### config.mk
export PLATFORM = sky130hd
export DESIGN_NAME = sha256_byte_stream_hasher
export DESIGN_NICKNAME = d
export VERILOG_FILES = /design/src/hw/rtl/sbsh_pkg.sv /design/src/hw/rtl/sbsh_round.sv /design/src/hw/rtl/sbsh_msg_buf.sv /design/src/hw/rtl/sha256_byte_stream_hasher.sv
export SDC_FILE = /design/constraint.sdc
export NUM_CORES = 2
export LEC_CHECK = 0
export BUFFER_PORTS_ARGS = -buffer_cell sky130_fd_sc_hd__buf_2
export CAP_MARGIN = 30
export CORE_UTILIZATION = 40
export DETAILED_ROUTE_END_ITERATION = 12
export SETUP_SLACK_MARGIN = 0.5
export SYNTH_ARGS = -nofsm -noshare
export SYNTH_HDL_FRONTEND = slang
export SYNTH_SLANG_ARGS = --single-unit
### constraint.sdc
create_clock -name aclk -period 46 [get_ports aclk]
set_clock_uncertainty 0.1 [all_clocks]
set_input_delay 4.6 -clock aclk [delete_from_list [all_inputs] [get_ports aclk]]
set_output_delay 4.6 -clock aclk [all_outputs]
set_load 0.05 [all_outputs]
### src/hw/rtl/sbsh_pkg.sv
// shared types, round constants and initial hash values for the sha-256 byte hasher
package sbsh_pkg;

    typedef logic [7:0][31:0] words_t;

    typedef struct packed {
        logic shift_byte;
        logic shift_word;
    } buf_ctrl_t;

    localparam logic [7:0] PAD_MARK     = 8'h80;
    localparam logic [5:0] LEN_POS      = 6'd56;
    localparam logic [5:0] LAST_POS     = 6'd63;

    function automatic logic [31:0] rotr(input logic [31:0] x, input int unsigned n);
        return (x >> n) | (x << (32 - n));
    endfunction

    function automatic logic [31:0] init_h(input logic [2:0] idx);
        logic [31:0] r;
        case (idx)
            3'd0:    r = 32'h6a09e667;
            3'd1:    r = 32'hbb67ae85;
            3'd2:    r = 32'h3c6ef372;
            3'd3:    r = 32'ha54ff53a;
            3'd4:    r = 32'h510e527f;
            3'd5:    r = 32'h9b05688c;
            3'd6:    r = 32'h1f83d9ab;
            default: r = 32'h5be0cd19;
        endcase
        return r;
    endfunction

    function automatic logic [31:0] round_k(input logic [5:0] idx);
        logic [31:0] r;
        case (idx)
            6'd0:  r = 32'h428a2f98;  6'd1:  r = 32'h71374491;
            6'd2:  r = 32'hb5c0fbcf;  6'd3:  r = 32'he9b5dba5;
            6'd4:  r = 32'h3956c25b;  6'd5:  r = 32'h59f111f1;
            6'd6:  r = 32'h923f82a4;  6'd7:  r = 32'hab1c5ed5;
            6'd8:  r = 32'hd807aa98;  6'd9:  r = 32'h12835b01;
            6'd10: r = 32'h243185be;  6'd11: r = 32'h550c7dc3;
            6'd12: r = 32'h72be5d74;  6'd13: r = 32'h80deb1fe;
            6'd14: r = 32'h9bdc06a7;  6'd15: r = 32'hc19bf174;
            6'd16: r = 32'he49b69c1;  6'd17: r = 32'hefbe4786;
            6'd18: r = 32'h0fc19dc6;  6'd19: r = 32'h240ca1cc;
            6'd20: r = 32'h2de92c6f;  6'd21: r = 32'h4a7484aa;
            6'd22: r = 32'h5cb0a9dc;  6'd23: r = 32'h76f988da;
            6'd24: r = 32'h983e5152;  6'd25: r = 32'ha831c66d;
            6'd26: r = 32'hb00327c8;  6'd27: r = 32'hbf597fc7;
            6'd28: r = 32'hc6e00bf3;  6'd29: r = 32'hd5a79147;
            6'd30: r = 32'h06ca6351;  6'd31: r = 32'h14292967;
            6'd32: r = 32'h27b70a85;  6'd33: r = 32'h2e1b2138;
            6'd34: r = 32'h4d2c6dfc;  6'd35: r = 32'h53380d13;
            6'd36: r = 32'h650a7354;  6'd37: r = 32'h766a0abb;
            6'd38: r = 32'h81c2c92e;  6'd39: r = 32'h92722c85;
            6'd40: r = 32'ha2bfe8a1;  6'd41: r = 32'ha81a664b;
            6'd42: r = 32'hc24b8b70;  6'd43: r = 32'hc76c51a3;
            6'd44: r = 32'hd192e819;  6'd45: r = 32'hd6990624;
            6'd46: r = 32'hf40e3585;  6'd47: r = 32'h106aa070;
            6'd48: r = 32'h19a4c116;  6'd49: r = 32'h1e376c08;
            6'd50: r = 32'h2748774c;  6'd51: r = 32'h34b0bcb5;
            6'd52: r = 32'h391c0cb3;  6'd53: r = 32'h4ed8aa4a;
            6'd54: r = 32'h5b9cca4f;  6'd55: r = 32'h682e6ff3;
            6'd56: r = 32'h748f82ee;  6'd57: r = 32'h78a5636f;
            6'd58: r = 32'h84c87814;  6'd59: r = 32'h8cc70208;
            6'd60: r = 32'h90befffa;  6'd61: r = 32'ha4506ceb;
            6'd62: r = 32'hbef9a3f7;  default: r = 32'hc67178f2;
        endcase
        return r;
    endfunction

endpackage

### src/hw/rtl/sbsh_round.sv
// one sha-256 compression round on the working variables a..h
module sbsh_round import sbsh_pkg::*; (
    input  words_t      wv_in,
    input  logic [31:0] k_in,
    input  logic [31:0] w_in,
    output words_t      wv_out
);

    logic [31:0] big_s0, big_s1, ch, maj, t1, t2;

    always_comb begin
        big_s1 = rotr(wv_in[4], 6) ^ rotr(wv_in[4], 11) ^ rotr(wv_in[4], 25);
        ch     = (wv_in[4] & wv_in[5]) ^ (~wv_in[4] & wv_in[6]);
        big_s0 = rotr(wv_in[0], 2) ^ rotr(wv_in[0], 13) ^ rotr(wv_in[0], 22);
        maj    = (wv_in[0] & wv_in[1]) ^ (wv_in[0] & wv_in[2]) ^ (wv_in[1] & wv_in[2]);
        t1     = wv_in[7] + big_s1 + ch + k_in + w_in;
        t2     = big_s0 + maj;
        wv_out[7] = wv_in[6];
        wv_out[6] = wv_in[5];
        wv_out[5] = wv_in[4];
        wv_out[4] = wv_in[3] + t1;
        wv_out[3] = wv_in[2];
        wv_out[2] = wv_in[1];
        wv_out[1] = wv_in[0];
        wv_out[0] = t1 + t2;
    end

endmodule

### src/hw/rtl/sbsh_msg_buf.sv
// 64-byte block buffer that doubles as the rolling message schedule
module sbsh_msg_buf import sbsh_pkg::*; (
    input  logic        aclk,
    input  buf_ctrl_t   ctrl,
    input  logic [7:0]  byte_in,
    output logic [31:0] w_out
);

    // word 15 (top) is the oldest: w[t], word 15-j holds w[t+j]
    logic [15:0][31:0] buf_reg, buf_next;
    logic [31:0]       sig0, sig1, w_new;

    always_comb begin
        sig1  = rotr(buf_reg[1], 17) ^ rotr(buf_reg[1], 19) ^ (buf_reg[1] >> 10);
        sig0  = rotr(buf_reg[14], 7) ^ rotr(buf_reg[14], 18) ^ (buf_reg[14] >> 3);
        w_new = sig1 + buf_reg[6] + sig0 + buf_reg[15];
        buf_next = buf_reg;
        if (ctrl.shift_byte) begin
            buf_next = 512'({buf_reg, byte_in});
        end else if (ctrl.shift_word) begin
            buf_next = {buf_reg[14:0], w_new};
        end
    end

    always_ff @(posedge aclk) begin
        buf_reg <= buf_next;
    end

    assign w_out = buf_reg[15];

endmodule

### src/hw/rtl/sha256_byte_stream_hasher.sv
// top level of the sha-256 byte stream hasher: sequencer, chaining state and output register
//
//  channel | dir | ports                               | contents
//  --------+-----+-------------------------------------+----------------------------------
//  s_      | in  | s_tvalid s_tready s_tdata s_tuser    | one message byte per word,
//          |     | s_tlast                             | has_byte flag, end of message
//  m_      | out | m_tvalid m_tready m_tdata           | 256-bit digest per message
//
//  byte words are accepted only while idle; the 64th byte of a block starts the rounds and
//  the chaining add, all through the single shared round unit
//  the end of a message shifts in the padding bytes (up to 64 in one block, up to
//  72 over two), compresses each padding block and then loads the digest
//  reset is synchronous; it restores the initial hash values and clears counters
//  a stalled digest holds the block in its final state until m_tready takes it
module sha256_byte_stream_hasher import sbsh_pkg::*; (
    input  logic         aclk,
    input  logic         aresetn,
    input  logic         s_tvalid,
    output logic         s_tready,
    input  logic [7:0]   s_tdata,     // [7:0] data_byte
    input  logic         s_tuser,     // [0] has_byte
    input  logic         s_tlast,
    output logic         m_tvalid,
    input  logic         m_tready,
    output logic [255:0] m_tdata      // [63:0] digest_hi, [127:64] digest_midhi,
                                      // [191:128] digest_midlo, [255:192] digest_lo
);

    localparam logic [2:0] ST_IDLE  = 3'd0;
    localparam logic [2:0] ST_ROUND = 3'd1;
    localparam logic [2:0] ST_ADD   = 3'd2;
    localparam logic [2:0] ST_PAD   = 3'd3;
    localparam logic [2:0] ST_DONE  = 3'd4;

    logic [2:0]   state_reg, state_next;
    logic [5:0]   fill_reg, fill_next;        // bytes held in the current block
    logic [60:0]  len_reg, len_next;          // message length in bytes
    logic [5:0]   round_reg, round_next;
    logic         end_pending_reg, end_pending_next;  // message ended on a full block
    logic         pad_active_reg, pad_active_next;
    logic         pad_first_reg, pad_first_next;      // next pad byte is the 0x80 mark
    logic         len_ok_reg, len_ok_next;            // this block carries the length
    words_t       h_reg, h_next;
    words_t       wv_reg, wv_next;
    words_t       wv_round;
    logic         m_tvalid_reg, m_tvalid_next;
    logic [255:0] m_data_reg, m_data_next;

    buf_ctrl_t    buf_ctrl;
    logic [7:0]   buf_byte;
    logic [31:0]  w_cur;
    logic [63:0]  len_bits;
    logic         s_accept;

    assign s_tready = (state_reg == ST_IDLE);
    assign s_accept = s_tvalid && s_tready;
    assign len_bits = {len_reg, 3'b000};

    sbsh_msg_buf u_msg_buf (
        .aclk    (aclk),
        .ctrl    (buf_ctrl),
        .byte_in (buf_byte),
        .w_out   (w_cur)
    );

    sbsh_round u_round (
        .wv_in  (wv_reg),
        .k_in   (round_k(round_reg)),
        .w_in   (w_cur),
        .wv_out (wv_round)
    );

    always_comb begin
        state_next       = state_reg;
        fill_next        = fill_reg;
        len_next         = len_reg;
        round_next       = round_reg;
        end_pending_next = end_pending_reg;
        pad_active_next  = pad_active_reg;
        pad_first_next   = pad_first_reg;
        len_ok_next      = len_ok_reg;
        h_next           = h_reg;
        wv_next          = wv_reg;
        m_tvalid_next    = m_tvalid_reg;
        m_data_next      = m_data_reg;
        buf_ctrl         = '0;
        buf_byte         = s_tdata;

        if (m_tvalid_reg && m_tready) begin
            m_tvalid_next = 1'b0;
        end

        case (state_reg)
            ST_IDLE: begin
                if (s_accept) begin
                    if (s_tuser) begin
                        buf_ctrl.shift_byte = 1'b1;
                        fill_next = fill_reg + 6'd1;
                        len_next  = len_reg + 61'd1;
                        if (fill_reg == LAST_POS) begin
                            // block full: compress, then pad if this was the end
                            end_pending_next = s_tlast;
                            wv_next    = h_reg;
                            round_next = '0;
                            state_next = ST_ROUND;
                        end else if (s_tlast) begin
                            pad_active_next = 1'b1;
                            pad_first_next  = 1'b1;
                            len_ok_next     = 1'b0;
                            state_next      = ST_PAD;
                        end
                    end else if (s_tlast) begin
                        pad_active_next = 1'b1;
                        pad_first_next  = 1'b1;
                        len_ok_next     = 1'b0;
                        state_next      = ST_PAD;
                    end
                end
            end
            ST_ROUND: begin
                buf_ctrl.shift_word = 1'b1;
                wv_next    = wv_round;
                round_next = round_reg + 6'd1;
                if (round_reg == 6'd63) begin
                    state_next = ST_ADD;
                end
            end
            ST_ADD: begin
                for (int i = 0; i < 8; i++) begin
                    h_next[i] = h_reg[i] + wv_reg[i];
                end
                if (pad_active_reg) begin
                    if (len_ok_reg) begin
                        state_next = ST_DONE;
                    end else begin
                        // 0x80 landed past the length field: one more block
                        len_ok_next = 1'b1;
                        state_next  = ST_PAD;
                    end
                end else if (end_pending_reg) begin
                    end_pending_next = 1'b0;
                    pad_active_next  = 1'b1;
                    pad_first_next   = 1'b1;
                    len_ok_next      = 1'b0;
                    state_next       = ST_PAD;
                end else begin
                    state_next = ST_IDLE;
                end
            end
            ST_PAD: begin
                buf_ctrl.shift_byte = 1'b1;
                if (pad_first_reg) begin
                    buf_byte       = PAD_MARK;
                    pad_first_next = 1'b0;
                    len_ok_next    = (fill_reg < LEN_POS);
                end else if (len_ok_reg && fill_reg >= LEN_POS) begin
                    // big-endian bit length in the last eight bytes
                    buf_byte = len_bits[{~fill_reg[2:0], 3'b000} +: 8];
                end else begin
                    buf_byte = 8'h00;
                end
                fill_next = fill_reg + 6'd1;
                if (fill_reg == LAST_POS) begin
                    wv_next    = h_reg;
                    round_next = '0;
                    state_next = ST_ROUND;
                end
            end
            ST_DONE: begin
                if (!m_tvalid_reg || m_tready) begin
                    m_tvalid_next = 1'b1;
                    m_data_next   = {h_reg[6], h_reg[7], h_reg[4], h_reg[5],
                                     h_reg[2], h_reg[3], h_reg[0], h_reg[1]};
                    for (int i = 0; i < 8; i++) begin
                        h_next[i] = init_h(3'(i));
                    end
                    fill_next       = '0;
                    len_next        = '0;
                    pad_active_next = 1'b0;
                    len_ok_next     = 1'b0;
                    state_next      = ST_IDLE;
                end
            end
            default: begin
                state_next = ST_IDLE;
            end
        endcase
    end

    always_ff @(posedge aclk) begin
        if (!aresetn) begin
            state_reg       <= ST_IDLE;
            fill_reg        <= '0;
            len_reg         <= '0;
            round_reg       <= '0;
            end_pending_reg <= 1'b0;
            pad_active_reg  <= 1'b0;
            pad_first_reg   <= 1'b0;
            len_ok_reg      <= 1'b0;
            m_tvalid_reg    <= 1'b0;
            for (int i = 0; i < 8; i++) begin
                h_reg[i] <= init_h(3'(i));
            end
        end else begin
            state_reg       <= state_next;
            fill_reg        <= fill_next;
            len_reg         <= len_next;
            round_reg       <= round_next;
            end_pending_reg <= end_pending_next;
            pad_active_reg  <= pad_active_next;
            pad_first_reg   <= pad_first_next;
            len_ok_reg      <= len_ok_next;
            m_tvalid_reg    <= m_tvalid_next;
            h_reg           <= h_next;
        end
    end

    always_ff @(posedge aclk) begin
        wv_reg     <= wv_next;
        m_data_reg <= m_data_next;
    end

    assign m_tvalid = m_tvalid_reg;
    assign m_tdata  = m_data_reg;

    // round counter only moves inside a compression
    a_round_idle: assert property (@(posedge aclk) disable iff (!aresetn)
        state_reg != ST_ROUND |-> round_reg == 6'd0)
        else $error("round counter nonzero outside compression");

    // the digest is only loaded after the final block leaves an empty buffer
    a_done_fill: assert property (@(posedge aclk) disable iff (!aresetn)
        state_reg == ST_DONE |-> fill_reg == 6'd0 && pad_active_reg && len_ok_reg)
        else $error("digest stage reached with a partial block");

    // a new digest only appears out of the digest stage
    a_digest_src: assert property (@(posedge aclk) disable iff (!aresetn)
        $rose(m_tvalid) |-> $past(state_reg) == ST_DONE)
        else $error("digest valid raised outside digest stage");

endmodule

==> impl_metrics.json <==
{
  "r2r_slack_ns": 37.27,
  "drt_pass1_iterations": 6,
  "pin_count": 272,
  "fin_crit_ns": 9.08,
  "cpPeakStageDelay_ns": 0.63,
  "required_ns": 46.57,
  "clkLatencyLatePin_ns": 0.84,
  "synth-async-reset-ratio_pct": 0,
  "cts_buffers": 161,
  "worstSetupStartpointType": "primary input",
  "fmax_mhz": 110,
  "drt-total-wl_microns": 267000,
  "largest_reg_flops": 480,
  "row_count": 164,
  "synth_area_leaders": "edfxtp_1, nand2_1, dfxtp_1, ha_1, fa_1",
  "viasPerCell": 5.53,
  "gp_congestion": 0.963,
  "vias": 63300,
  "crit_slowest_cell": "nand2_1",
  "synth_flop_cell": "edfxtp_1",
  "clock_sinks": 1393,
  "drive_gt1_share_pct": 7.72,
  "netlist.area_leader.share_pct": 38.0,
  "dp.final_hpwl_microns": 192000,
  "synth_area_leader_cell": "edfxtp_1",
  "endpoint_kind": "flip-flop",
  "crit_type": "primary input to flip-flop",
  "coreArea_sq_mm": 0.200,
  "path_clk_slew_ns": 0.06,
  "period_share_pct": 19.7,
  "yosys_warnings": 0,
  "worst-path-max-fanout": 51,
  "track_usage_pct": 25.5,
  "grt_first_pass_wirelength_microns": 392000,
  "synth_edf_count": 1024,
  "die_x_microns": 452,
  "relSlewSlack_pct": 25.4,
  "report.final.hold_viol_count": 0,
  "cap_violations": 0,
  "dr_wl_met2_microns": 118000,
  "ant_nets": 0,
  "wire_per_inst_microns": 23.3,
  "maxSlewViolCount": 0,
  "drc": 0,
  "layout_setup_ws_ns": 36.92,
  "synthCells": 8597,
  "rsz0062_at_grt": "false",
  "grt_max_degree": 245,
  "setup_viol": 0,
  "top_layer_used": "met5",
  "grt.overflow.total": 0,
  "outcome": "finished, final reports clean",
  "hold_buffers": 0,
  "cts_buffer_depth": 3,
  "synth_area_sq_mm": 0.0809,
  "min_path_type": "flip-flop to flip-flop",
  "cp.arrival_ns": 9.66,
  "cts_resized": 0,
  "tightest_slew_ns": 1.12,
  "synth_nets": 9199,
  "setup_tns_ns": 0,
  "yosys_register_bits": 1393,
  "dieArea_sq_mm": 0.204,
  "postCtsSetupBuffers": 0,
  "wirelength_met1_microns": 117000,
  "die_y_microns": 452,
  "synth.distinct_cells": 93,
  "cts_tree": "yes",
  "path_cells": "buf_2 > nand3b_1 > a21oi_4 > buf_4 > a21oi_1 > a22o_1 > nand2_1 > clkinv_1 > buf_4 > ha_1 > nor2b_1 > a21oi_1 > a211oi_1 > a311oi_1 > a31oi_1",
  "synth_area_per_cell_sq_um": 9.42,
  "grt_antenna_before_repair": 7,
  "crit_buf_inv": 4,
  "start_util_pct": 40.4,
  "fin_nets": 9254,
  "cts_max_level": 4,
  "root_buffer": "clkbuf_16",
  "area_growth_pct": 11.3,
  "wl_met3_microns": 19700,
  "ys_seq_area_share_pct": 47.1,
  "first_iter_violations": 6476,
  "dp_slack_ns": 36.15,
  "grt_pass1_vias": 60200,
  "port_buffers": 271,
  "crit_family": "compound AO/OA/AOI/OAI gates"
}
worst register-to-register path, delay by kind of cell, from the launching register on:
kind | cells | cell delay (ns)
mux | 1 | 0.38
flops | 1 | 0.32
buf+inv | 5 | 0.61
simple gates | 4 | 0.61
xor+xnor | 2 | 0.49
compound gates | 13 | 3.05
fa+ha+maj | 7 | 2.84
routing by layer:
layer | vias up | global-route usage, %
met3 | 432 | 4.08
met5 | - | 0
met1 | 30700 | 35.7
met2 | 2405 | 39.2
li1 | 29700 | -
met4 | 2 | 11.0
placed cells by master (no fill, tap or decap), drive strengths merged, types with 38 or more instances in the layout:
cell type,instances
or3,41
buf,348
o22ai,60
and3,57
xnor2,379
nor2b,45
nand2,2456
nor3,85
o21a,53
a21oi,451
a211oi,46
mux2i,38
inv,408
o21ai,460
clkinv,50
nor2,406
fa,195
ha,393
o21bai,41
a21o,216
nand3,130
a31oi,60
nand2b,57
edfxtp,1024
xor2,239
clkbuf,221
dfxtp,369
o211ai,53
logic make-up (layout without fill, tap and decap cells):
group	count (synthesis)	after routing	synth area share, %
muxes	63	63	1.01
adders and majority gates	592	592	10.9
xor gates and xnor gates	618	618	6.70
and+or+nand+nor	3394	3394	17.2
buffers and inverters	859	1046	4.05
DFF	1393	1393	47.1
other	0	7	0
AOI/OAI and AO/OA	1678	1678	13.0
final timing paths:
path	from	to	depth (start not counted)
setup reg to reg	wv_reg[128]$_DFFE_PP_	wv_reg[30]$_DFFE_PP_	32
setup / recovery	s_tuser	u_round.k_in[11]$_DFF_P_	15
hold reg to reg	fill_reg[5]$_SDFFE_PN0P_	fill_reg[5]$_SDFFE_PN0P_	2
hold / removal	fill_reg[5]$_SDFFE_PN0P_	fill_reg[5]$_SDFFE_PN0P_	2
cells in the mapped netlist (85+ instances only):
library cell and n:
edfxtp_1 1024, nor2_1 403, nand3_1 130, fa_1 195, xnor2_1 378, inv_1 398
nor3_1 85, dfxtp_1 369, ha_1 393, clkbuf_1 412, a21oi_1 450, o21ai_0 441
a21o_1 216, nand2_1 2456, xor2_1 239
area by class of cell:
class	count	area (sq um)
multi-input combinational	6345	39600
fill	19200	110000
clock inverter	74	851
tap	2656	3320
antenna	7	17.5
timing repair buffer	348	2100
inverter	403	1530
clock buffer	221	4520
sequential	1393	38100
through the flow:
step	std cells	hold WS (ns)	utilization (%)	area, sq um
2_1_floorplan	8597	0.343	-	80900
3_3_place_gp	11100	0.368	42.2	84600
3_5_place_dp	11100	0.383	42.2	84600
4_1_cts	11400	0.392	44.9	90000
5_1_grt	11400	0.415	44.9	90100
6_report	11400	0.393	45.0	90100
Power is left out: the tool's default activity adds up to more than one toggle a clock period on the data nets, which glitch-free logic cannot reach.
